### src/hdl/assert_macros.svh
// assertion helpers, included by the docking sequencer rtl
`ifndef ASSERT_MACROS_SVH
`define ASSERT_MACROS_SVH

// checked on every rising edge, masked while reset is low
`define MDS_ASSERT(lbl, prop) \
    lbl: assert property (@(posedge clk) disable iff (!rst_n) (prop)) \
        else $error("assertion failed");

// checked on every rising edge, reset included
`define MDS_ASSERT_NR(lbl, prop) \
    lbl: assert property (@(posedge clk) (prop)) else $error("assertion failed");

`endif

### src/hdl/mds_pkg.sv
package mds_pkg;

    // field layout
    localparam int NFIELDS = 4;
    localparam int DIST_W  = 31;
    localparam int VEL_W   = 32;
    localparam int DT_W    = 20;
    localparam int CMD_W   = 3;
    localparam int DRV_W   = 32;
    localparam int MS_W    = 14;
    localparam int CFG_IDX_W = 3;
    localparam int CFG_W   = 32;

    // defaults for the top level parameters
    localparam int COILS_DEF      = 4;
    localparam int SETTLE_TOL_DEF = 65536;
    localparam int SIDE_B_DEF     = 0;

    // arithmetic constants
    localparam int INTEG_LIMIT = 3277;
    localparam int DRIVE_LIMIT = 131072;
    localparam int MS_MAX      = 10000;
    localparam int CURRENT_K   = 60000;

    // serial multiplier and root unit sizes
    localparam int MUL_W   = 52;
    localparam int ACC_W   = 64;
    localparam int SQ_IN_W = 34;
    localparam int SQ_OUT_W = 17;

    // command codes
    localparam logic [CMD_W-1:0] CMD_NONE    = 3'd0;
    localparam logic [CMD_W-1:0] CMD_START   = 3'd1;
    localparam logic [CMD_W-1:0] CMD_IDLE    = 3'd2;
    localparam logic [CMD_W-1:0] CMD_CAPTURE = 3'd3;
    localparam logic [CMD_W-1:0] CMD_CONTROL = 3'd4;
    localparam logic [CMD_W-1:0] CMD_LATCH   = 3'd5;
    localparam logic [CMD_W-1:0] CMD_UNLATCH = 3'd6;

    // register indexes
    localparam logic [CFG_IDX_W-1:0] REG_GAIN_PROP   = 3'd0;
    localparam logic [CFG_IDX_W-1:0] REG_GAIN_INTEG  = 3'd1;
    localparam logic [CFG_IDX_W-1:0] REG_GAIN_VEL    = 3'd2;
    localparam logic [CFG_IDX_W-1:0] REG_SETPOINT    = 3'd3;
    localparam logic [CFG_IDX_W-1:0] REG_LATCH_DRV   = 3'd4;
    localparam logic [CFG_IDX_W-1:0] REG_UNLATCH_DRV = 3'd5;
    localparam logic [CFG_IDX_W-1:0] REG_LATCH_DIST  = 3'd6;
    localparam logic [CFG_IDX_W-1:0] REG_DOCKED_DIST = 3'd7;

    typedef enum logic [2:0] {
        PH_IDLE     = 3'd0,
        PH_CAPTURE  = 3'd1,
        PH_CONTROL  = 3'd2,
        PH_LATCH    = 3'd3,
        PH_UNLATCH  = 3'd4,
        PH_ABORT    = 3'd5,
        PH_DOCKED   = 3'd6,
        PH_UNDOCKED = 3'd7
    } phase_t;

    typedef struct packed {
        logic busy;
        logic done;
        logic ovf;
    } mul_stat_t;

endpackage

### src/hdl/mds_mul.sv
// unsigned shift-add multiplier, one bit of b per cycle
module mds_mul
    import mds_pkg::*;
(
    input  logic             clk,
    input  logic             rst_n,
    input  logic             start,
    input  logic [MUL_W-1:0] a,
    input  logic [MUL_W-1:0] b,
    output logic [ACC_W-1:0] product,
    output mul_stat_t        stat
);

    logic [ACC_W-1:0] acc_reg;
    logic [ACC_W-1:0] ash_reg;
    logic             big_reg;
    logic [MUL_W-1:0] b_reg;
    logic             ovf_reg;
    logic             busy_reg;
    logic             done_reg;
    logic [ACC_W:0]   sum;

    assign sum = {1'b0, acc_reg} + {1'b0, ash_reg};

    // accumulate shifted a for each set bit of b, sticky overflow past acc width
    always_ff @(posedge clk or negedge rst_n)
    begin
        if (!rst_n)
        begin
            busy_reg <= 1'b0;
            done_reg <= 1'b0;
            ovf_reg  <= 1'b0;
            acc_reg  <= '0;
            ash_reg  <= '0;
            big_reg  <= 1'b0;
            b_reg    <= '0;
        end
        else
        begin
            done_reg <= 1'b0;
            if (start)
            begin
                acc_reg  <= '0;
                ash_reg  <= {{(ACC_W-MUL_W){1'b0}}, a};
                big_reg  <= 1'b0;
                b_reg    <= b;
                ovf_reg  <= 1'b0;
                busy_reg <= 1'b1;
            end
            else if (busy_reg)
            begin
                if (b_reg == '0)
                begin
                    busy_reg <= 1'b0;
                    done_reg <= 1'b1;
                end
                else
                begin
                    if (b_reg[0])
                    begin
                        acc_reg <= sum[ACC_W-1:0];
                        if (sum[ACC_W] || big_reg)
                            ovf_reg <= 1'b1;
                    end
                    ash_reg <= {ash_reg[ACC_W-2:0], 1'b0};
                    big_reg <= big_reg | ash_reg[ACC_W-1];
                    b_reg   <= {1'b0, b_reg[MUL_W-1:1]};
                end
            end
        end
    end

    assign product   = acc_reg;
    assign stat.busy = busy_reg;
    assign stat.done = done_reg;
    assign stat.ovf  = ovf_reg;

endmodule

### config.mk
export PLATFORM = sky130hd
export DESIGN_NAME = mds_mul
export DESIGN_NICKNAME = d
export VERILOG_FILES = /design/src/hdl/assert_macros.svh /design/src/hdl/mds_pkg.sv /design/src/hdl/mds_mul.sv
export SDC_FILE = /design/constraint.sdc
export NUM_CORES = 1
export LEC_CHECK = 0
export BUFFER_PORTS_ARGS = -buffer_cell sky130_fd_sc_hd__buf_4
export CAP_MARGIN = 20
export CORE_MARGIN = 3
export CORE_UTILIZATION = 58
export CTS_CLUSTER_DIAMETER = 150
export DETAILED_ROUTE_END_ITERATION = 8
export PLACE_DENSITY = 0.87
export SETUP_SLACK_MARGIN = 0.02
export SYNTH_ARGS = -nofsm -noshare
export SYNTH_HDL_FRONTEND = slang
export SYNTH_SLANG_ARGS = --single-unit
### constraint.sdc
create_clock -name clk -period 3.8 [get_ports clk]
set_input_delay 0.38 -clock clk [delete_from_list [all_inputs] [get_ports clk]]
set_output_delay 0.38 -clock clk [all_outputs]
set_load 0.03 [all_outputs]
Word level (Yosys, flattened, before mapping)

Cells that the tools add are included.

Flip-flop bits (word level): 184
Logic and storage cells: 42

Add/sub/neg operators: 1
Equal/unequal tests: 1
Muxes and demuxes: 24
Bitwise operators: 1
Reduce and logical (&&, ||, !) cells: 8

Operators by type and width:

| cell                 | count |
|---|---|
| $mux W64             | 7 |
| $mux W52             | 3 |
| $add A64 B64 Y65     | 1 |
| $logic_not A52 Y1    | 1 |
| $mux W1              | 14 |
| $reduce_bool A2 Y1   | 3 |
| $reduce_and A4 Y1    | 1 |
| $reduce_and A3 Y1    | 1 |
| $ne A2 B2 Y1 const B | 1 |
| $reduce_and A2 Y1    | 1 |
| $logic_or A1 B1 Y1   | 1 |
| $or A1 B1 Y1         | 1 |

Depth between registers and ports, before layout

Gate-level depths: netlist of the first run.

Word-level depth: 7
Depth in mapped cells: 12

Worst setup path after synthesis of the first run

OpenSTA, ideal clock, no wires.

Path type: reg-to-reg
From: register acc_reg[0], in the netlist product[0]
To: register acc_reg[60], in the netlist product[60]
Setup time: 0.127 ns
Data arrival time: 3.060 ns
Required time: 3.673 ns
Path slack: 0.613 ns
Cell stages (with the launch flop): 13
Path through: dfrtp_1 -> ha_1 -> fa_1 -> a211oi_1 -> o21ai_1 -> or3b_4 -> a31oi_4 -> a2bb2oi_2 -> o21ai_4 -> o31ai_4 -> o21ba_2 -> mux2i_1 -> nand3_1

Longest elaborated chain between the ends: 5

RTL lines:

| element                | line          | RTL |
|---|---|---|
| start, declared        | mds_mul.sv:14 | `logic [ACC_W-1:0] acc_reg;` |
| start signal, assigned | mds_mul.sv:61 | `acc_reg <= sum[ACC_W-1:0];` |
| $add A64 B64 Y65       | mds_mul.sv:23 | `assign sum = {1'b0, acc_reg} + {1'b0, ash_reg};` |
| $mux W64               | mds_mul.sv:59 | `if (b_reg[0])` |
| $mux W64               | mds_mul.sv:52 | `if (b_reg == '0)` |
| $mux W64               | mds_mul.sv:50 | `else if (busy_reg)` |
| $mux W64               | mds_mul.sv:41 | `if (start)` |

No other way between the ends. The select of a mux whose other input is x is not followed.
A chain may end at the register's enable or synchronous reset.

Worst setup path after layout of the first run

From: register acc_reg[0], in the netlist product[0]
To: register acc_reg[48], in the netlist product[48]

The elaborated chain is that of the path after synthesis.

==> impl_results.md, run 1 <==
* Max Slew Vio Count at 0
* Antenna violations before repair at 0
* Hold Crit Class: in2async
* Peak Freq at 290 MHz
* Unrepaired setup endpoints after global routing: no
* Max VDD drop at 0.341 mV
* Antenna Cells at 0
* Clk sinks at 184
* Worst-path clk slew at 70 ps
* Layout cell share with drive strength beyond 1 at 16.7%
* DR iter-0 viols at 689
* Crit path DAT at 3800 ps
* DPL Wire Length at 21200 um
* Io pins at 174
* Routed len/inst at 17.5 um
* Overall routed net length at 29500 um
* Min Clock Period, post-route at 3440 ps
* Pin count of the biggest net entering global routing at 126
* Placed Area at 12900 sq um
* Total Negative Setup Slacks at 0 ps
* Final WS setup at 355 ps
* Final Cell Area at 13500 sq um
* Synth Area per Inst at 8.92 sq um
* Slew HR at 35.6%
* Switching power at 2.19 mW
* Power share of the sequential group at 38.7%
* Switching part of the total at 36.0%
* Core area at 19100 sq um
* Clk pwr share at 30.1%
* Non-filler cells, final at 1684
* Post-synthesis register bit count at 184
* Final net count at 1583
* First-pass GRT wire length at 49000 um
* Power Density at 451 nW/um^2
* Initial core utilization at 60.3%
* Number of placement rows at 50
* Post-Syn Nets at 1461
* Max Cap Viol at 0
* Total gr overflow at 0
* Die W at 147 um
* Routability cong. at 0.937
* Leakage power at 6.10 nW
* Internal power at 3.89 mW
* Die Area at 21500 sq um
* CTS tree: yes
* Total track usage at 27.2%
* PortBufs at 173
* H-tree depth at 4
* Vias in the first global route at 9958
* Vias at 10.1k
* Post-synth ARST share at 100%
* Primary FF master, synth: dfrtp_1
* Synthesized area at 11500 sq um
* Post-route ant nets at 0
* Startpoint Class: flop
* Combinational share of power at 31.2%
* Dpl cells at 1652
* Nature of the critical path endpoint: flop
* Final Hold Vio Count at 0
* CTS Buffer Depth at 2
* Clk_skew at 11.0 ps
* Pin slew with the least headroom to its limit at 966 ps
* Final period utilization at 90.6%
* DP Worst Slack at 398 ps
* Hold WS at 12.2 ps
* Layout area overhead at 17.5%
* Worst-Skew Late Latency at 440 ps
* Drt pass-1 iters at 5
* Critical path start-end classification: reg2reg
* Residual DRC at 0
* Yosys warns at 0
* Seq/Total Area, Yosys at 40.0%
* Number of CTS-inserted buffers at 17
* Worst Reg-to-Reg Cells at 12
* EDFF count, synth at 0
* Syn Inst Count at 1289
* Status: completed
* Setup-failing EPs final at 0
* Yosys cell types at 64
* Total power draw at 6.09 mW
* Vias per cell at 5.98
* Die Y at 147 um
* CP max FO at 5
* Root Driver: clkbuf_16
* Worst EP required at 4160 ps
* Final Util at 70.8%
* Setup bufs post-CTS at 0
## logic make-up after synthesis
family          after synthesis  synth area share, %
mux                         116                 10.1
flops                       184                 40.0
compound gates              394                 20.7
simple gates                373                 14.2
buf+inv                     102                 3.67
xor+xnor                     55                 4.19
fa+ha+maj                    65                 7.14
## what timing repair did
item	4_1_cts	5_1_grt
resized for setup	0	1
setup endpoints to repair	0	3
hold buffers	0	0
## synthesized netlist by cell type, drive strengths merged (2+ instances only)
cell,number,share of area (%)
xnor2,31,2.4
nand2b,7,0.38
and3,11,0.60
a211oi,10,0.65
buf,28,1.2
or3,3,0.16
nand3,25,1.1
o31ai,7,0.66
a2111oi,3,0.28
nor4,14,0.76
a211o,2,0.16
a21boi,3,0.20
nor2b,2,0.11
a21o,34,2.2
o21ai,201,8.9
nor3,11,0.48
o41ai,3,0.36
inv,18,0.59
nor2,58,1.9
a311oi,2,0.15
a21oi,81,3.6
nand4,24,1.3
o211ai,5,0.37
mux2i,116,10
a22o,7,0.53
dfrtp,184,40
and2,3,0.16
a31oi,6,0.46
ha,64,7.0
xor2,24,1.8
clkbuf,56,1.8
o22ai,2,0.11
a221oi,3,0.23
o21a,5,0.33
o21bai,13,0.85
nand2,210,6.9
## metal layers
| layer | vias up | part of all wire [%] | wire [um] | GRT usage (%) |
|---|---|---|---|---|
| li1 | 4857 | - | - | - |
| met3 | 52 | 6.2 | 1820 | 5.15 |
| met4 | 0 | 1.7 | 488 | 6.40 |
| met1 | 4791 | 43 | 12700 | 35.7 |
| met2 | 376 | 49 | 14500 | 47.0 |
| met5 | - | 0 | 0 | 0 |
## power groups by stage
stage | sequential [mW] | clock (mW) | combinational (mW)
3_3_place_gp | 2.37 | 0 | 1.82
4_1_cts | 2.36 | 1.85 | 1.88
3_5_place_dp | 2.39 | 0 | 1.86
2_1_floorplan | 2.55 | 0 | 1.08
6_report | 2.36 | 1.83 | 1.90
5_1_grt | 2.39 | 1.94 | 2.07
## final cells by class
cell class,instances,area (sq um)
fill,1465,5570
inverter,18,67.6
tap,260,325
clock inverter,13,161
timing repair buffer,187,1420
sequential,184,4600
clock buffer,19,433
multi-input combinational,1003,6490
## critical path: stages (launching register included)
cell and delay, ps:
dfrtp_1 410, ha_1 260, fa_1 450, a211oi_2 320, o21ai_1 150, or3b_4 270, a31oi_4 120, a2bb2oi_2 320
o21ai_4 140, o31ai_4 390, o21ai_1 190, xnor2_1 160, o21ai_0 180
## worst paths after layout
| check | startpoint | end | slack [ps] |
|---|---|---|---|
| min in group clk | b[22] | b_reg[22]$_DFFE_PN0P_ | 140 |
| min reg2reg | big_reg$_DFFE_PN0P_ | big_reg$_DFFE_PN0P_ | 510 |
| min | rst_n | ash_reg[28]$_DFFE_PN0P_ | 10 |
| max reg2reg | product[0]$_DFFE_PN0P_ | product[48]$_DFFE_PN0P_ | 360 |
| max in group asynchronous | rst_n | ash_reg[58]$_DFFE_PN0P_ | 2870 |
| max | product[0]$_DFFE_PN0P_ | product[48]$_DFFE_PN0P_ | 360 |
## cells in the final DEF, fill, tap and decap left out, types with 13 or more instances in the layout
| cell | Yosys | final |
|---|---|---|
| buf_4 | 3 | 184 |
| xor2_1 | 24 | 24 |
| nor2_1 | 58 | 57 |
| nand2_1 | 210 | 210 |
| xnor2_1 | 31 | 31 |
| o21bai_1 | 13 | 13 |
| a21o_1 | 33 | 33 |
| dfrtp_1 | 184 | 184 |
| nand3_1 | 25 | 25 |
| nand4_1 | 24 | 24 |
| a21oi_1 | 78 | 78 |
| ha_1 | 64 | 64 |
| nor4_1 | 14 | 14 |
| o21ai_0 | 193 | 193 |
| clkbuf_16 | 0 | 17 |
| mux2i_1 | 116 | 116 |
| inv_1 | 18 | 18 |
Note: power is estimated with default switching activity, not from simulation.
==> run 2, diff against run 1 <==
Settings changed: PLACE_DENSITY 0.87 to 0.88.
==> run 2 against run 1 <==
- routed wire length shrank 0.18%
- fmax shrank 2.4%
- power shrank 0.81%
- final area unchanged
- clock power decreased by 2%
- utilization did not move
- critical path type unchanged
- count of clock-buffer cells in the layout down 2
==> impl_results.md, run 2 (synthesis results as in run 1) <==
* Worst path max stage delay at 510 ps (+60 ps)
* Vias at 10.2k (+0.82%)
* Antenna Cells at 0 (unchanged)
* Hold WS at 14.6 ps (+2.41 ps)
* Status: completed
* Worst-path clk slew at 80 ps (about the same)
* Met1 usage at 36.5% (+0.89 points)
* Peak Freq at 283 MHz (-2.4%)
* Residual DRC at 0 (unchanged)
* Critical path start-end classification: reg2reg
* Routed len/inst at 17.5 um (about the same)
* Crit path DAT at 3840 ps (+40 ps)
* Worst EP required at 4110 ps (-50 ps)
* Layout area overhead at 17.5% (unchanged)
* Pin count of the biggest net entering global routing at 124 (-1.6%)
* Final Cell Area at 13500 sq um (unchanged)
* Slew HR at 33.8% (-1.8 points)
* Slowest-stage cell, CP: a2111oi_2
* Number of placement rows at 50 (unchanged)
* Most common cell after layout, fill and taps aside: nand2_1
* Most frequent cells in the layout: nand2_1 (210), o21ai_0 (193), dfrtp_1 (184)
* Final period utilization at 92.8% (+2.2 points)
* Io pins at 174 (unchanged)
* Root Driver: clkbuf_16
* Die W at 147 um (unchanged)
* Total gr overflow at 0 (unchanged)
* First-pass GRT wire length at 48700 um (-0.63%)
* CTS Buffer Depth at 2 (unchanged)
* Dpl cells at 1649 (-0.18%)
* Die Area at 21500 sq um (unchanged)
* Number of CTS-inserted buffers at 17 (unchanged)
* Overall routed net length at 29400 um (-0.18%)
* Hold Crit Class: in2async
* GRT busiest layer: met2
* Crit path cell chain: ha_1 -> nand3_1 -> nor3_1 -> a211oi_1 -> o22ai_1 -> nand3_1 -> a2111oi_2 -> o31ai_2 -> o31ai_2 -> mux2i_1 -> nand3_1
* CP max FO at 5 (unchanged)
* Setup bufs post-CTS at 0 (unchanged)
* Unrepaired setup endpoints after global routing: no
* Min Clock Period, post-route at 3530 ps (+83.3 ps)
* Nature of the critical path endpoint: flop
* Vias in the first global route at 9973 (+0.15%)
* Die Y at 147 um (unchanged)
* Layout cell share with drive strength beyond 1 at 16.7% (-0.035 points)
* PortBufs at 173 (unchanged)
* Antenna violations before repair at 0 (unchanged)
* Routing usage on met2 at 45.7% (-1.2 points)
* Core area at 19100 sq um (unchanged)
* Max VDD drop at 0.313 mV (-8.0%)
* Final Hold Vio Count at 0 (unchanged)
* Leakage power at 6.09 nW (-0.25%)
* Initial core utilization at 60.3% (unchanged)
* DPL Wire Length at 21000 um (-0.65%)
* Placed Area at 12900 sq um (about the same)
* Post-route ant nets at 0 (unchanged)
* Max Slew Vio Count at 0 (unchanged)
* Clk_skew at 11.0 ps (-0.0776 ps)
* Drt pass-1 iters at 6 (+1)
* Total track usage at 27.0% (-0.18 points)
* Clk sinks at 184 (unchanged)
* Cell mode on critical path: nand3_1
* DR iter-0 viols at 653 (-5.2%)
* Reg2Reg Launch Point: product[6]$_DFFE_PN0P_
* Non-filler cells, final at 1681 (-0.18%)
* CTS Hold Bufs at 0 (unchanged)
* Final net count at 1580 (-0.19%)
* Vias per cell at 6.04 (+1.0%)
* Worst-Skew Late Latency at 440 ps (about the same)
* Grt met3 use at 3.82% (-1.3 points)
* H-tree depth at 4 (unchanged)
* Crit. Startpoint: product[6]$_DFFE_PN0P_
* Setup-failing EPs final at 0 (unchanged)
* Power Density at 447 nW/um^2 (-0.81%)
* Total Negative Setup Slacks at 0 ps (unchanged)
* Max Cap Viol at 0 (unchanged)
* CTS tree: yes
* Routability cong. at 0.939 (+0.26%)
* Pin slew with the least headroom to its limit at 990 ps (+24.0 ps)
* Startpoint Class: flop
-- run 2: cell types whose count changed in the layout (fill, tap and decap cells not counted), sizes merged --
cell	delta
buf	-3
bufinv	-2
clkbuf	-2
clkinv	+5
clkinvlp	-1
-- run 2: per-layer routing --
| layer | vias up | wire [um] |
|---|---|---|
| li1 | 4864 | - |
| met1 | 4902 | 12900 |
| met2 | 342 | 14400 |
| met3 | 51 | 1580 |
| met4 | 0 | 513 |
| met5 | - | 0 |
-- run 2: layout make-up --
| type | instances | area (sq um) |
|---|---|---|
| multi-input combinational | 1003 | 6490 |
| fill | 1475 | 5570 |
| sequential | 184 | 4600 |
| timing repair buffer | 184 | 1410 |
| clock buffer | 17 | 425 |
| tap | 260 | 325 |
| clock inverter | 15 | 179 |
| inverter | 18 | 67.6 |
-- run 2: path summary, 6_finish.rpt --
kind	end	slack, ps	cells past startpoint
setup / recovery	product[59]$_DFFE_PN0P_	270	11
hold / removal	ash_reg[28]$_DFFE_PN0P_	10	1
setup reg to reg	product[59]$_DFFE_PN0P_	270	11
hold reg to reg	big_reg$_DFFE_PN0P_	510	2
max in group asynchronous	product[5]$_DFFE_PN0P_	2800	2
min in group clk	b_reg[7]$_DFFE_PN0P_	140	3
-- run 2: stage by stage --
step,worst slack [ps],utilization (%),total power [mW]
floorplan,613,-,3.63
global placement,482,67.6,4.19
detailed placement,408,67.6,4.25
CTS,377,70.8,6.04
global route,36.2,70.8,6.34
finish,272,70.8,6.04
-- run 2: worst max-delay path: cells and delay by family, from the launching register on --
kind / cells / cell delay (ps)
AOI/OAI and AO/OA: 5 / 1680
and+or+nand+nor: 4 / 680
DFF: 1 / 410
adders and majority gates: 1 / 390
muxes: 1 / 240
-- run 2: what timing repair did --
| action | 4_1_cts | 5_1_grt |
|---|---|---|
| setup endpoints to repair | 0 | 1 |
| resized for setup | 0 | 1 |
| hold endpoints to repair | 0 | 0 |
-- run 2: power by group --
group | total (mW) | internal, mW | leakage [nW] | switching (mW)
Clock | 1.79 | 0.890 | 0.292 | 0.895
Sequential | 2.36 | 2.16 | 2.35 | 0.192
Combinational | 1.90 | 0.734 | 3.45 | 1.16
Total | 6.04 | 3.79 | 6.09 | 2.25
