===== src/hdl/assert_macros.svh =====
// assertion helpers, included by the docking sequencer rtl
`ifndef ASSERT_MACROS_SVH
`define ASSERT_MACROS_SVH

// checked on every rising edge, masked while reset is low
`define MDS_ASSERT(lbl, prop) \
    lbl: assert property (@(posedge clk) disable iff (!rst_n) (prop)) \
        else $error("assertion failed");

// checked on every rising edge, reset included
`define MDS_ASSERT_NR(lbl, prop) \
    lbl: assert property (@(posedge clk) (prop)) else $error("assertion failed");

`endif


===== src/hdl/mds_pkg.sv =====
package mds_pkg;

    // field layout
    localparam int NFIELDS = 4;
    localparam int DIST_W  = 31;
    localparam int VEL_W   = 32;
    localparam int DT_W    = 20;
    localparam int CMD_W   = 3;
    localparam int DRV_W   = 32;
    localparam int MS_W    = 14;
    localparam int CFG_IDX_W = 3;
    localparam int CFG_W   = 32;

    // defaults for the top level parameters
    localparam int COILS_DEF      = 4;
    localparam int SETTLE_TOL_DEF = 65536;
    localparam int SIDE_B_DEF     = 0;

    // arithmetic constants
    localparam int INTEG_LIMIT = 3277;
    localparam int DRIVE_LIMIT = 131072;
    localparam int MS_MAX      = 10000;
    localparam int CURRENT_K   = 60000;

    // serial multiplier and root unit sizes
    localparam int MUL_W   = 52;
    localparam int ACC_W   = 64;
    localparam int SQ_IN_W = 34;
    localparam int SQ_OUT_W = 17;

    // command codes
    localparam logic [CMD_W-1:0] CMD_NONE    = 3'd0;
    localparam logic [CMD_W-1:0] CMD_START   = 3'd1;
    localparam logic [CMD_W-1:0] CMD_IDLE    = 3'd2;
    localparam logic [CMD_W-1:0] CMD_CAPTURE = 3'd3;
    localparam logic [CMD_W-1:0] CMD_CONTROL = 3'd4;
    localparam logic [CMD_W-1:0] CMD_LATCH   = 3'd5;
    localparam logic [CMD_W-1:0] CMD_UNLATCH = 3'd6;

    // register indexes
    localparam logic [CFG_IDX_W-1:0] REG_GAIN_PROP   = 3'd0;
    localparam logic [CFG_IDX_W-1:0] REG_GAIN_INTEG  = 3'd1;
    localparam logic [CFG_IDX_W-1:0] REG_GAIN_VEL    = 3'd2;
    localparam logic [CFG_IDX_W-1:0] REG_SETPOINT    = 3'd3;
    localparam logic [CFG_IDX_W-1:0] REG_LATCH_DRV   = 3'd4;
    localparam logic [CFG_IDX_W-1:0] REG_UNLATCH_DRV = 3'd5;
    localparam logic [CFG_IDX_W-1:0] REG_LATCH_DIST  = 3'd6;
    localparam logic [CFG_IDX_W-1:0] REG_DOCKED_DIST = 3'd7;

    typedef enum logic [2:0] {
        PH_IDLE     = 3'd0,
        PH_CAPTURE  = 3'd1,
        PH_CONTROL  = 3'd2,
        PH_LATCH    = 3'd3,
        PH_UNLATCH  = 3'd4,
        PH_ABORT    = 3'd5,
        PH_DOCKED   = 3'd6,
        PH_UNDOCKED = 3'd7
    } phase_t;

    typedef struct packed {
        logic busy;
        logic done;
        logic ovf;
    } mul_stat_t;

endpackage


===== src/hdl/mds_sqrt.sv =====
// integer square root, one result bit per cycle
module mds_sqrt
    import mds_pkg::*;
(
    input  logic                clk,
    input  logic                rst_n,
    input  logic                start,
    input  logic [SQ_IN_W-1:0]  x,
    output logic [SQ_OUT_W-1:0] root,
    output logic                done
);

    localparam int RW = SQ_OUT_W + 4;
    localparam int CW = $clog2(SQ_OUT_W + 1);

    logic [SQ_IN_W-1:0]  x_reg;
    logic [RW-1:0]       rem_reg;
    logic [SQ_OUT_W-1:0] root_reg;
    logic [CW-1:0]       cnt_reg;
    logic                busy_reg;
    logic                done_reg;
    logic [RW-1:0]       rem_sh;
    logic [RW-1:0]       trial;

    assign rem_sh = {rem_reg[RW-3:0], x_reg[SQ_IN_W-1 -: 2]};
    assign trial  = {{(RW-SQ_OUT_W-2){1'b0}}, root_reg, 2'b01};

    // restoring digit recurrence, two input bits per step
    always_ff @(posedge clk or negedge rst_n)
    begin
        if (!rst_n)
        begin
            busy_reg <= 1'b0;
            done_reg <= 1'b0;
            cnt_reg  <= '0;
            x_reg    <= '0;
            rem_reg  <= '0;
            root_reg <= '0;
        end
        else
        begin
            done_reg <= 1'b0;
            if (start)
            begin
                x_reg    <= x;
                rem_reg  <= '0;
                root_reg <= '0;
                cnt_reg  <= CW'(SQ_OUT_W);
                busy_reg <= 1'b1;
            end
            else if (busy_reg)
            begin
                if (rem_sh >= trial)
                begin
                    rem_reg  <= rem_sh - trial;
                    root_reg <= {root_reg[SQ_OUT_W-2:0], 1'b1};
                end
                else
                begin
                    rem_reg  <= rem_sh;
                    root_reg <= {root_reg[SQ_OUT_W-2:0], 1'b0};
                end
                x_reg   <= {x_reg[SQ_IN_W-3:0], 2'b00};
                cnt_reg <= cnt_reg - 1'b1;
                if (cnt_reg == CW'(1))
                begin
                    busy_reg <= 1'b0;
                    done_reg <= 1'b1;
                end
            end
        end
    end

    assign root = root_reg;
    assign done = done_reg;

endmodule


===== config.mk =====
export PLATFORM = sky130hd
export DESIGN_NAME = mds_sqrt
export DESIGN_NICKNAME = d
export VERILOG_FILES = /design/src/hdl/assert_macros.svh /design/src/hdl/mds_pkg.sv /design/src/hdl/mds_sqrt.sv
export SDC_FILE = /design/constraint.sdc
export NUM_CORES = 1
export LEC_CHECK = 0
export ABC_AREA = 1
export CORE_MARGIN = 1.5
export CORE_UTILIZATION = 41
export CTS_CLUSTER_SIZE = 12
export DETAILED_ROUTE_END_ITERATION = 8
export DONT_BUFFER_PORTS = 1
export SLEW_MARGIN = 30
export SYNTH_ARGS = -nofsm -noshare
export SYNTH_HDL_FRONTEND = slang
export SYNTH_SLANG_ARGS = --single-unit
export TNS_END_PERCENT = 50

===== constraint.sdc =====
create_clock -name clk -period 3.05 [get_ports clk]
set_input_delay 0.4575 -clock clk [delete_from_list [all_inputs] [get_ports clk]]
set_output_delay 0.4575 -clock clk [all_outputs]
set_load 0.01 [all_outputs]

; ---- Yosys cells after proc, flatten, opt, wreduce, memory -nomap -nowiden
; Cells that the tools add are included.
[word_totals]
register_bits = 77
latchBits = 0
ramBits = 0
romBits = 0
inputBits = 37
out_inout_bits = 18
mem_count = 0
[classes]
addsub = 2
n_mul = 0
n_div = 0
order_cmp = 1
eq_ne = 1
shift = 0
mux = 16
bitwise = 0
reduce_logical = 1
[ops]
columns = cell, count
row1 = two-way mux 34 bit, 2
row2 = two-way mux 19 bit, 3
row3 = two-way mux 17 bit, 2
row4 = greater-or-equal comparator 21 x 19 -> 1 bit, 1
row5 = subtractor 19 bit, 1
row6 = two-way mux 5 bit, 2
row7 = two-way mux 1 bit, 7
row8 = "equality test 5 x 1 -> 1 bit, second input constant", 1
row9 = "subtractor 5 x 1 -> 5 bit, second input constant", 1
row10 = nonzero test 2 bit, 1

; ---- Logic depth before layout (Yosys ltp)
; Gate-level depths: netlist (run 1).
[logic_depth]
depth_word = 4
depth_mapped = 15
mapped_depth_nobuf = 14

; ---- Least setup slack after synthesis (run 1)
; OpenSTA, ideal clock, no wires.
[synth_path]
kind = register to register
startpoint = reg root_reg[12], in the netlist root[12]
endpoint = reg rem_reg[1]
arrival_ns = 1.805
required_ns = 2.919
setup_slack_ns = 1.113
stages_incl_launch_ff = 14
period_less_slack_ns = 1.937
path_cell_list = dfrtp_1 inv_1 ha_1 nand2_1 nand2_1 nand2_1 nand2_1 nand2_1 nand2_1 nor2_4 buf_6 nand3_1 nand3_1 o21ai_0
[synth_between]
elab_chain_len = 4
[synth_rtl]
columns = item, line
row1 = start: declaration, mds_sqrt.sv:18  ; logic [SQ_OUT_W-1:0] root_reg;
row2 = start signal: assignment, mds_sqrt.sv:56  ; root_reg <= {root_reg[SQ_OUT_W-2:0], 1'b1};
row3 = start signal: assignment, mds_sqrt.sv:61  ; root_reg <= {root_reg[SQ_OUT_W-2:0], 1'b0};
row4 = greater-or-equal comparator 21 x 19 -> 1 bit, mds_sqrt.sv:53  ; if (rem_sh >= trial)
row5 = two-way mux 19 bit, mds_sqrt.sv:53
row6 = two-way mux 19 bit, mds_sqrt.sv:51  ; else if (busy_reg)
row7 = two-way mux 19 bit, mds_sqrt.sv:43  ; if (start)
row8 = end signal: assignment, mds_sqrt.sv:55  ; rem_reg <= rem_sh - trial;
row9 = end signal: assignment, mds_sqrt.sv:60  ; rem_reg <= rem_sh;
row10 = end: declaration, mds_sqrt.sv:17  ; logic [RW-1:0] rem_reg;
; Every way passes these cells. The select of a mux whose other input is x is not followed.
; A chain may end at the register's enable or synchronous reset.

; ---- Worst setup path in the final report (run 1)
[layout_path]
startpoint = reg root_reg[12], in the netlist root[12]
endpoint = reg rem_reg[17]
[layout_between]
elab_chain_len = 4
[layout_rtl]
columns = item, line
row1 = subtractor 19 bit or greater-or-equal comparator 21 x 19 -> 1 bit (tied branches), "mds_sqrt.sv:55, mds_sqrt.sv:53"
row2 = two-way mux 19 bit *, mds_sqrt.sv:53
row3 = two-way mux 19 bit *, mds_sqrt.sv:51
row4 = two-way mux 19 bit *, mds_sqrt.sv:43
; Every way passes the cells marked *; elsewhere a longest branch is shown, timed or not. The select of a mux whose other input is x is not followed.

==> results.sh, run 1 <==
export IMPL_largest_register_ff_count=34
export IMPL_post_route_worst_setup_slack_ns=0.581
export IMPL_preCtsSetupSlack_ns=0.589
export IMPL_data_required_time_of_the_worst_path_ns=3.27
export IMPL_leakage_nw=2.70
export IMPL_cts_setup_buffers=0
export IMPL_dr_wl_cell_um=14.7
export IMPL_worstSetupPathType="reg -> reg"
export IMPL_holdCritPathClass="in -> async"
export IMPL_outcome="complete, but fails checks"
export IMPL_clock_tree_from_tritoncts="built"
export IMPL_area_delta_synth_final_pct=9.57
export IMPL_rows=39
export IMPL_grt_antenna_before_repair=0
export IMPL_tritoncts_num_sinks=77
export IMPL_layout_cells_most_common="sky130_fd_sc_hd__nand2_1"
export IMPL_max_freq_mhz=405
export IMPL_worst_skew_pair_late_latency_ns=0.33
export IMPL_count_of_port_buffers_added_during_placement=0
export IMPL_netlist_area_um2=4800
export IMPL_grt_pass1_vias=4009
export IMPL_antenna_cells=0
export IMPL_timing_worst_slew_pin_value_ns=0.577
export IMPL_detail_route_iter0_violations=293
export IMPL_wire_length_of_the_first_global_routing_pass_mm=19.6
export IMPL_ios=55
export IMPL_slew_viol_final=0
export IMPL_average_via_count_per_standard_cell=5.21
export IMPL_final_min_period_over_clock_period_pct=80.9
export IMPL_die_boundary_width_um=111
export IMPL_powerDensity_nw_per_um2=1010
export IMPL_worst_setup_path_end_kind="flip-flop"
export IMPL_initial_utilization_pct=42.0
export IMPL_most_common_layout_cells="190 x sky130_fd_sc_hd__nand2_1, 111 x sky130_fd_sc_hd__inv_1, 77 x sky130_fd_sc_hd__dfrtp_1"
export IMPL_clkSlewWorstSetupHoldPaths_ns=0.06
export IMPL_route_vias_total=4120
export IMPL_ys_types=36
export IMPL_drive_above_1_share_pct=7.56
export IMPL_placedCellCount=775
export IMPL_root_buffer="sky130_fd_sc_hd__clkbuf_16"
export IMPL_timing_hold_violations_final=4
export IMPL_synthCells=649
export IMPL_gp_routability_congestion=0.882
export IMPL_drc_errors=0
export IMPL_synth_top_area_share_pct=40.1
export IMPL_final_util_pct=46.1
export IMPL_fp_dieArea_um2=12400
export IMPL_stdcell_count=791
export IMPL_grt_start_max_net_pins=78
export IMPL_critPathSlowestCell="sky130_fd_sc_hd__nor2_4"
export IMPL_cp_max_fo=18
export IMPL_finalSetupViolCount=0
export IMPL_drv_max_cap_violation_count=0
export IMPL_place_hpwl_mm=8.77
export IMPL_final_worst_clock_skew_ns=0.00474
export IMPL_cp_start_kind="flip-flop"
export IMPL_worst_path_most_repeated_cell="sky130_fd_sc_hd__nand2_1"
export IMPL_path_cells="inv_1 > ha_1 > nand2_1 > nand2_1 > nand2_1 > nand2_1 > nand2_1 > nand2_1 > nor2_4 > nand2_8 > nand2_2 > nand2_1 > nand2_1 > nand2_1"
export IMPL_drt_wl_total_mm=11.6
export IMPL_failed_checks="negative hold slack"
export IMPL_layout_nets=702
export IMPL_synth_area_top_cells="sky130_fd_sc_hd__dfrtp_1 40%, sky130_fd_sc_hd__nand2_1 15%, sky130_fd_sc_hd__inv_1 8.8%, sky130_fd_sc_hd__ha_1 5.5%, sky130_fd_sc_hd__o21ai_0 4.9%"
export IMPL_number_of_flip_flops_and_latches_in_the_synthesized_netlist=77
export IMPL_cts_buffers_inserted=9
export IMPL_cp_arrival_ns=2.69
export IMPL_vert_die_dim_um=111
export IMPL_period_needed_ns=2.47
export IMPL_syn_nets=707
export IMPL_synth_area_leader_cell="sky130_fd_sc_hd__dfrtp_1"
export IMPL_overflow=0
export IMPL_rsz0062_at_grt="no"
export IMPL_htree_levels=3
export IMPL_critPathMaxStageDelay_ns=0.43
export IMPL_groute_usage_overall_pct=19.8
export IMPL_worst_ir_drop_vdd_mv=0.337
export IMPL_fin_tns_setup_ns=0
export IMPL_num_fill_cells=1179
export IMPL_detail_route_antenna_nets=0
export IMPL_synth_avg_cell_area_um2=7.40
export IMPL_core_area_um2=11400
export IMPL_number_of_warnings_printed_during_yosys_synthesis=0
export IMPL_worst_hold_margin_ns=-0.00863
export IMPL_synth_seq_area_share_pct=40.1
export IMPL_first_pass_iteration_count_of_the_detailed_router=5
export IMPL_slew_limit_headroom_pct=61.5
export IMPL_register_to_register_path_depth=14
export IMPL_ctsLongestPathBuffers=2
report_power, final:
group | leakage, nW | switching, mW | internal, mW
clock network | 0.155 | 0.413 | 0.696
logic | 1.60 | 1.85 | 0.977
registers | 0.950 | 0.140 | 1.23
logic make-up (layout without fill, tap and decap cells):
| group | Yosys count | count (layout) | share of synthesized area (%) |
|---|---|---|---|
| compound gates | 117 | 117 | 14.6 |
| xor+xnor | 8 | 8 | 1.46 |
| fa+ha+maj | 21 | 21 | 5.47 |
| buf+inv | 142 | 141 | 11.8 |
| flops | 77 | 77 | 40.1 |
| simple gates | 284 | 284 | 26.6 |
per-stage QoR:
stage / area, µm² / power (mW)
after global placement: 4920 / 4.15
final: 5260 / 5.31
after CTS: 5260 / 5.32
after detailed placement: 4920 / 4.16
after global routing: 5260 / 5.81
after floorplan: 4800 / 3.60
worst max-delay path: cells and delay by family (launching register included):
kind / cells / cell delay, ns
and+or+nand+nor: 12 / 1.46
adders and majority gates: 1 / 0.40
DFF: 1 / 0.39
buffers and inverters: 1 / 0.09
repair_timing:
action | in CTS | in global routing
hold buffers | 1 | 0
gates resized for setup | 0 | 0
endpoints found under the hold margin | 77 | 0
metal layers:
metal  GRT usage (%)  wire length [µm]
met2            30.3              5120
met1            27.2              5450
met3            4.98               817
met5               0                 0
met4            7.09               226
cell usage after synthesis, drive strengths merged:
| cell type | count |
|---|---|
| nand2 | 198 |
| inv | 117 |
| dfrtp | 77 |
| o21ai | 47 |
| nand3 | 43 |
| o211ai | 31 |
| nor2 | 23 |
| ha | 21 |
| o22ai | 18 |
| a21oi | 17 |
| clkbuf | 16 |
| buf | 8 |
| nand3b | 8 |
| nand4 | 7 |
| xnor2 | 4 |
| xor2 | 4 |
| nor3 | 3 |
| nor4 | 2 |
| o21bai | 2 |
| a211oi | 1 |
| clkinv | 1 |
| o31ai | 1 |
cell type report:
cell class	count	area, µm²	area share (%)
sequential	77	1930	36.6
clock buffer	12	267	5.07
inverter	118	443	8.42
multi-input combinational	430	2310	43.9
timing repair buffer	8	92.6	1.76
clock inverter	3	43.8	0.833
tap	143	179	3.40
worst paths after layout:
path	start	end	slack [ns]
max	root[12]	rem_reg[17]	0.58
min	rst_n	root[5]	-0.009
max reg2reg	root[12]	rem_reg[17]	0.58
min reg2reg	rem_reg[7]	rem_reg[7]	0.51
max in group asynchronous	rst_n	x_reg[28]	2.71
min in group clk	start	cnt_reg[0]	0.23
(Power assumes the default switching activity.)
==> run 2: changes to the inputs <==
==> constraint.sdc (replaced) <==
create_clock -name clk -period 2.5 [get_ports clk]
set_input_delay 0.375 -clock clk [delete_from_list [all_inputs] [get_ports clk]]
set_output_delay 0.375 -clock clk [all_outputs]
set_load 0.01 [all_outputs]
==> run 2 against run 1 <==
  * The flow now finishes without violations
  * First-iteration DRC count grew 21%
  * Sequential share of layout area fell by 0.55 points
  * Sequential power increased by 22%
  * Largest power group unchanged
  * Critical endpoint is now root[0]
  * Maximum frequency rose by 4.1%
  * Via count fell by 0.19%
  * Combinational power is 31% higher
==> results.sh, run 2 (synthesis gave the netlist of run 1 again) <==
export IMPL_cp_arrival_ns=2.57
export IMPL_max_freq_mhz=422
export IMPL_grt_antenna_before_repair=0
export IMPL_powerDensity_nw_per_um2=1230
export IMPL_worst_skew_pair_late_latency_ns=0.33
export IMPL_detail_route_antenna_nets=0
export IMPL_layout_nets=709
export IMPL_wire_length_of_the_first_global_routing_pass_mm=19.6
export IMPL_cts_buffers_inserted=9
export IMPL_cp_max_fo=18
export IMPL_layout_cells_most_common="sky130_fd_sc_hd__nand2_1"
export IMPL_fin_tns_setup_ns=0
export IMPL_postPlaceCellArea_um2=4940
export IMPL_slew_limit_headroom_pct=72.6
export IMPL_average_via_count_per_standard_cell=5.15
export IMPL_drive_above_1_share_pct=9.15
export IMPL_area_delta_synth_final_pct=11.3
export IMPL_drv_max_cap_violation_count=0
export IMPL_grt_pass1_vias=3986
export IMPL_die_boundary_width_um=111
export IMPL_drc_errors=0
export IMPL_most_common_layout_cells="190 x sky130_fd_sc_hd__nand2_1, 111 x sky130_fd_sc_hd__inv_1, 76 x sky130_fd_sc_hd__dfrtp_1"
export IMPL_timing_worst_slew_pin_value_ns=0.410
export IMPL_rsz0062_at_grt="no"
export IMPL_groute_usage_overall_pct=19.7
export IMPL_final_min_period_over_clock_period_pct=94.8
export IMPL_fp_dieArea_um2=12400
export IMPL_final_worst_clock_skew_ns=0.00524
export IMPL_period_needed_ns=2.37
export IMPL_slew_viol_final=0
export IMPL_wl_met2_mm=4.98
export IMPL_worstSetupPathType="reg -> reg"
export IMPL_route_layer_met1_wl_mm=5.31
export IMPL_gp_routability_congestion=0.870
export IMPL_finalSetupViolCount=0
export IMPL_path_delay_family="simple AND/OR/NAND/NOR gates"
export IMPL_dr_wl_cell_um=14.2
export IMPL_clock_tree_from_tritoncts="built"
export IMPL_grt_start_max_net_pins=78
export IMPL_vert_die_dim_um=111
export IMPL_core_area_um2=11400
export IMPL_leakage_nw=2.72
export IMPL_finish_instance_area_um2=5340
export IMPL_ios=55
export IMPL_critPathSlowestCell="sky130_fd_sc_hd__ha_1"
export IMPL_count_of_port_buffers_added_during_placement=0
export IMPL_initial_utilization_pct=42.0
export IMPL_antenna_cells=0
export IMPL_place_hpwl_mm=8.56
export IMPL_timing_critical_path_buf_inv=2
export IMPL_critPathMaxStageDelay_ns=0.46
export IMPL_data_required_time_of_the_worst_path_ns=2.70
export IMPL_holdCritPathClass="in -> reg"
export IMPL_worst_ir_drop_vdd_mv=0.417
export IMPL_tritoncts_num_sinks=77
export IMPL_rows=39
export IMPL_detail_route_iter0_violations=355
export IMPL_root_buffer="sky130_fd_sc_hd__clkbuf_16"
export IMPL_worst_setup_path_end_kind="flip-flop"
export IMPL_overflow=0
export IMPL_met3WireLength_um=700
export IMPL_clkSlewWorstSetupHoldPaths_ns=0.06
export IMPL_timing_hold_violations_final=0
export IMPL_outcome="finished, final reports clean"
export IMPL_drt_wl_total_mm=11.4
export IMPL_ctsLongestPathBuffers=2
export IMPL_worst_hold_margin_ns=0.164
export IMPL_path_cells="inv_1 > ha_1 > nand2_2 > nor2_2 > inv_2 > nor4_4 > nand2_8 > nand2_8 > nand2_2 > o21ai_0"
export IMPL_largest_register_ff_count=34
export IMPL_top_layer="met4"
export IMPL_first_pass_iteration_count_of_the_detailed_router=5
export IMPL_cp_start_kind="flip-flop"
export IMPL_route_vias_total=4112
export IMPL_htree_levels=3
-- run 2: cell types whose count changed in the layout (fill, tap and decap cells not counted), moves of 2 or more --
cell,change
sky130_fd_sc_hd__clkbuf_8,-3
sky130_fd_sc_hd__buf_12,+2
sky130_fd_sc_hd__ha_1,-4
sky130_fd_sc_hd__clkinv_2,+2
sky130_fd_sc_hd__buf_4,+4
sky130_fd_sc_hd__ha_2,+2
sky130_fd_sc_hd__ha_4,+2
-- run 2: final cells by class --
type	instances	area (µm²)
clock buffers	10	229
clock inverters	6	40.0
fillers	1156	6080
inverters	118	443
multi-input cells	430	2350
flip-flops and latches	77	1930
well taps	143	179
repair buffers	15	173
-- run 2: path summary, 6_finish.rpt --
check | end | slack, ns | depth (start not counted) | startpoint
min in group asynchronous | root[3] | 0.58 | 2 | rst_n
max reg2reg | root[0] | 0.13 | 10 | root[11]
max in group asynchronous | root[6] | 1.58 | 2 | rst_n
min reg2reg | rem_reg[17] | 0.50 | 2 | rem_reg[17]
max | root[0] | 0.13 | 10 | root[11]
min | cnt_reg[0] | 0.16 | 2 | start
-- run 2: metal layers --
| metal | track usage (%) | vias up |
|---|---|---|
| met5 | 0 | - |
| met4 | 8.78 | 0 |
| met3 | 4.48 | 24 |
| met2 | 29.2 | 100 |
| met1 | 27.6 | 1895 |
| li1 | - | 2093 |
-- run 2: power by group --
| group | switching, mW | internal (mW) | leakage [nW] |
|---|---|---|---|
| logic | 2.32 | 1.38 | 1.64 |
| registers | 0.172 | 1.50 | 0.948 |
| clock network | 0.508 | 0.670 | 0.132 |
-- run 2: what timing repair did --
item	in CTS	in global routing
hold buffers	2	0
gates resized for setup	0	7
setup endpoints to repair	0	6
hold endpoints to repair	77	0
buffers inserted	0	3
-- run 2: metrics by stage --
step	util, %	worst slack [ns]	total power, mW	std cells
2_1_floorplan	-	0.563	4.39	649
3_3_place_gp	43.3	0.0541	5.12	778
3_5_place_dp	43.3	0.0960	5.12	778
4_1_cts	46.0	0.0916	6.36	796
5_1_grt	46.8	0.00708	7.17	799
6_report	46.8	0.129	6.55	799
